<file path="src/hw/rtl/kwm_pkg.sv">
package kwm_pkg;

   localparam int MAX_CHUNKS = 16;

   localparam int KEY_W   = 64;
   localparam int LEN_W   = 32;
   localparam int CHUNK_W = 4;
   localparam int ACT_W   = 5;
   localparam int CSR_DATA_W = 32;

   localparam logic [ACT_W-1:0] ACTIVE_RESET = 5'd16;
   localparam logic [LEN_W-1:0] MAX_LEN_RESET = 32'd4096;

   typedef enum logic {
      CSR_ACTIVE_CHUNKS = 1'b0,
      CSR_MAX_LENGTH    = 1'b1
   } csr_index_type;

   // whether the minimum search found a winner, handed back to the top level
   typedef struct packed {
      logic found;
   } tree_status_type;

endpackage

</file>
<file path="src/hw/rtl/kwm_min_tree.sv">
module kwm_min_tree import kwm_pkg::*; #(
   parameter int N = 16
) (
   input  logic [N-1:0]             cand_valid,
   input  logic [N-1:0][KEY_W-1:0]  cand_key,
   output tree_status_type          status,
   output logic [$clog2(N)-1:0]     win_idx
);

   localparam int IDX_W = $clog2(N);
   localparam int P     = 1 << IDX_W;

   logic [IDX_W:0][P-1:0]             node_valid;
   logic [IDX_W:0][P-1:0][KEY_W-1:0]  node_key;
   logic [IDX_W:0][P-1:0][IDX_W-1:0]  node_idx;

   // pairwise tree, lower index wins on equal keys
   always_comb begin
      node_valid = '0;
      node_key   = '0;
      node_idx   = '0;
      for (int i = 0; i < P; i++) begin
         if (i < N) begin
            node_valid[0][i] = cand_valid[i];
            node_key[0][i]   = cand_key[i];
         end
         node_idx[0][i] = IDX_W'(i);
      end
      for (int l = 0; l < IDX_W; l++) begin
         for (int j = 0; j < P / 2; j++) begin
            if (node_valid[l][2*j] &&
                (!node_valid[l][2*j+1] || node_key[l][2*j] <= node_key[l][2*j+1])) begin
               node_valid[l+1][j] = node_valid[l][2*j];
               node_key[l+1][j]   = node_key[l][2*j];
               node_idx[l+1][j]   = node_idx[l][2*j];
            end else begin
               node_valid[l+1][j] = node_valid[l][2*j+1];
               node_key[l+1][j]   = node_key[l][2*j+1];
               node_idx[l+1][j]   = node_idx[l][2*j+1];
            end
         end
      end
   end

   assign status.found = node_valid[IDX_W][0];
   assign win_idx      = node_idx[IDX_W][0];

endmodule

</file>
<file path="config.mk">
export PLATFORM = sky130hd
export DESIGN_NAME = kwm_min_tree
export DESIGN_NICKNAME = d
export VERILOG_FILES = /design/src/hw/rtl/kwm_pkg.sv /design/src/hw/rtl/kwm_min_tree.sv
export SDC_FILE = /design/constraint.sdc
export NUM_CORES = 2
export LEC_CHECK = 0
export BUFFER_PORTS_ARGS = -buffer_cell sky130_fd_sc_hd__buf_2
export CAP_MARGIN = 20
export CORE_AREA = 2 2 407 409
export DETAILED_ROUTE_END_ITERATION = 8
export DIE_AREA = 0 0 409 411
export SLEW_MARGIN = 30
export SYNTH_ARGS = -nofsm -noshare
export SYNTH_HDL_FRONTEND = slang
export SYNTH_SLANG_ARGS = --single-unit
</file>
<file path="constraint.sdc">
create_clock -name vclk -period 13.4
set_clock_uncertainty 0.2 [all_clocks]
set_input_delay 0.67 -clock vclk [all_inputs]
set_output_delay 0.67 -clock vclk [all_outputs]
set_load 0.05 [all_outputs]
</file>
==> impl_results.md <==
* Most frequent cell after synthesis: ha_1
* Fin crit share at a little over nine tenths
* Initial Utilization at around a fifth
* Hold Startpoint: cand_valid[15]
* Antenna-violating nets left at 0
* TritonRoute pass-1 iters at 9
* Leakage at between 0.02 and 0.025 uW
* Die W at about 410 um
* Met2 WL at between 100000 and 150000 um
* Sequential fraction of the synthesis area at 0%
* Final nets at about 8000
* CP Data Required Time at 12.53 ns
* Peak Freq at ~77 MHz
* GR Util All Layers at between 20% and 30%
* Syn avg cell area at slightly above 7 um^2
* Crit path launch: cand_key[753]
* Die area at between 0.15 and 0.2 mm^2
* Storage cell area at 0 um^2
* Vias in the first global route at about 42000
* Synthesized area at 0.03472 mm^2
* Synth top area share at between 30% and 40%
* Largest area contributor in the netlist: ha_1
* Setup crit end kind: output port
* Fin cells at around 8400
* Hold EP: status
* First-pass GRT wire length at slightly above 300000 um
* # Max-Cap Violations at 0
* Top layer in use: met5
* I/O pin cnt at about 1000
* Data arrival, critical path at ~12 ns
* Share of cells above drive strength 1 at roughly 27%
* First DRT Iteration DRCs at 3481
* Cell repeated most along the worst path: buf_4
* Slew @ Worst Pin at between 0.9 and 1 ns
* WL met3 at ~16000 um
* Final Hold Vio Count at 0
* RSZ-0062 raised after global routing: yes
* Post-synth top cells: ha_1, inv_1, a21oi_1
* DRC at 1
* Placed insts at roughly 8300
* Slew Limit Fails at 0
* Num sequential at 0
* Largest net degree at the start of global routing at 66
* Hold Crit Class: in -> out
* Port Buffer Count at around 1000
* Synth top area cells: ha_1, mux2i_1, a21oi_1
* Setup TNS at 0 ns
* Maximum VDD drop at a little under 0.00007 V
* Core area at roughly 0.16 mm^2
* Hold path depth at 4
* GPL Wtd Cong at just under 1
* Synth Warn # at 0
* Setup CP Type: in -> out
* Synthesis-to-layout area growth at 33.45%
* CP max FO at 35
* Failing checks: DRC
* Status: complete, but fails checks
* DP HPWL at between 200000 and 250000 um
* Post-CTS Hold Buffers at 0
* Critical Path Slowest Stage Cell: or4_1
* WL final at roughly 230000 um
* Num rows at between 100 and 150
* Vias per std cell at between 5 and 6
* Die H at 411 um
* Wl on met1 at slightly above 90000 um
* Syn Inst Count at slightly below 5000
* DR WL/cell at roughly 27 um
* Yosys cell types at 75
* Final setup fails at 0
* Hold WS at roughly 1.8 ns
* Total congestion overflow at 0
* Crit path launch type: primary input
* CP peak stage delay at 0.74 ns
* CLK BUF at 0
* Slew margin rel. at approximately a third
* Tmin final at between 10 and 15 ns
* Synth Net Count at slightly below 7000
* Vias post-DR at 44260
* Power density cells at 96.93 mW/mm^2
* Initial antenna violation count at 166
cell usage in the layout, fill, tap and decap left out, types with 31 or more instances in the layout:
| cell | n |
|---|---|
| mux2i_1 | 284 |
| mux2_2 | 67 |
| nand2_1 | 427 |
| inv_1 | 617 |
| nand3_1 | 96 |
| nor2_1 | 134 |
| nand4_1 | 170 |
| o21ai_0 | 446 |
| a21oi_1 | 509 |
| buf_12 | 37 |
| o211ai_1 | 149 |
| o221ai_1 | 66 |
| buf_2 | 1043 |
| ha_1 | 960 |
| o21ai_1 | 55 |
| a2bb2oi_1 | 69 |
| diode_2 | 93 |
| a21o_1 | 90 |
| a221oi_1 | 31 |
| mux2i_2 | 31 |
| buf_4 | 384 |
| and4_1 | 36 |
| a32oi_1 | 58 |
| and2_1 | 67 |
power by group:
part | total, uW | internal, uW | leakage (uW) | switching, uW
Combinational | 4490 | 1880 | 0.0244 | 2620
Clock | 0.000934 | 0.000933 | 0.000000593 | 0
Sequential | 0 | 0 | 0 | 0
logic make-up (layout without fill, tap and decap cells):
| logic type | count (synthesis) | count (layout) | synth area share (%) |
|---|---|---|---|
| fa+ha+maj | 960 | 960 | 34.59 |
| buf+inv | 823 | 2087 | 9.715 |
| other cells | 0 | 93 | 0 |
| compound gates | 1629 | 1629 | 29.15 |
| simple gates | 1072 | 1076 | 15.20 |
| mux | 385 | 385 | 11.34 |
area by class of cell:
class	instances	area [um^2]
Antenna cell	93	232.7
Fill cell	18050	117500
Inverter	617	2316
Multi-Input combinational cell	4050	32120
Tap cell	2189	2739
Timing Repair Buffer	1470	8925
per-layer routing:
layer / GRT usage [%] / vias up
li1: - / 20950
met2: 43.62 / 1867
met4: 9.874 / 42
met1: 31.31 / 21030
met3: 3.720 / 366
met5: 0 / -
timing repair:
item,CTS,global route
gates cloned,3,2
buffers inserted,12,11
setup endpoints to repair,4,4
resized for setup,50,60
pin swaps,5,8
how the worst max path moves through the flow:
stage / to / cells after the start / slack (ns)
floorplan: win_idx[0] / 47 / 2.15
global placement: win_idx[0] / 42 / -2.06
detailed placement: win_idx[0] / 46 / -1.34
CTS: win_idx[0] / 44 / 0.0005
global route: win_idx[2] / 49 / -0.09
finish: win_idx[0] / 47 / 0.36
worst max-delay path: cells and delay by family:
| family | cells | cell delay, ns |
|---|---|---|
| AOI/OAI and AO/OA | 24 | 4.95 |
| and+or+nand+nor | 8 | 2.58 |
| buffers and inverters | 10 | 2.18 |
| adders and majority gates | 4 | 1.20 |
| muxes | 1 | 0.50 |
metrics by stage:
stage / utilization (%) / area [um^2] / worst slack [ns] / total power, uW
after global placement: 27.60 / 45230 / -2.061 / 4302
final: 28.28 / 46340 / 0.3606 / 4492
after floorplan: - / 34720 / 2.151 / 2360
after detailed placement: 27.61 / 45250 / -1.343 / 4355
after CTS: 27.86 / 45650 / 0.0005409 / 4434
after global routing: 28.24 / 46280 / -0.08575 / 4910
(Power assumes the default switching activity.)
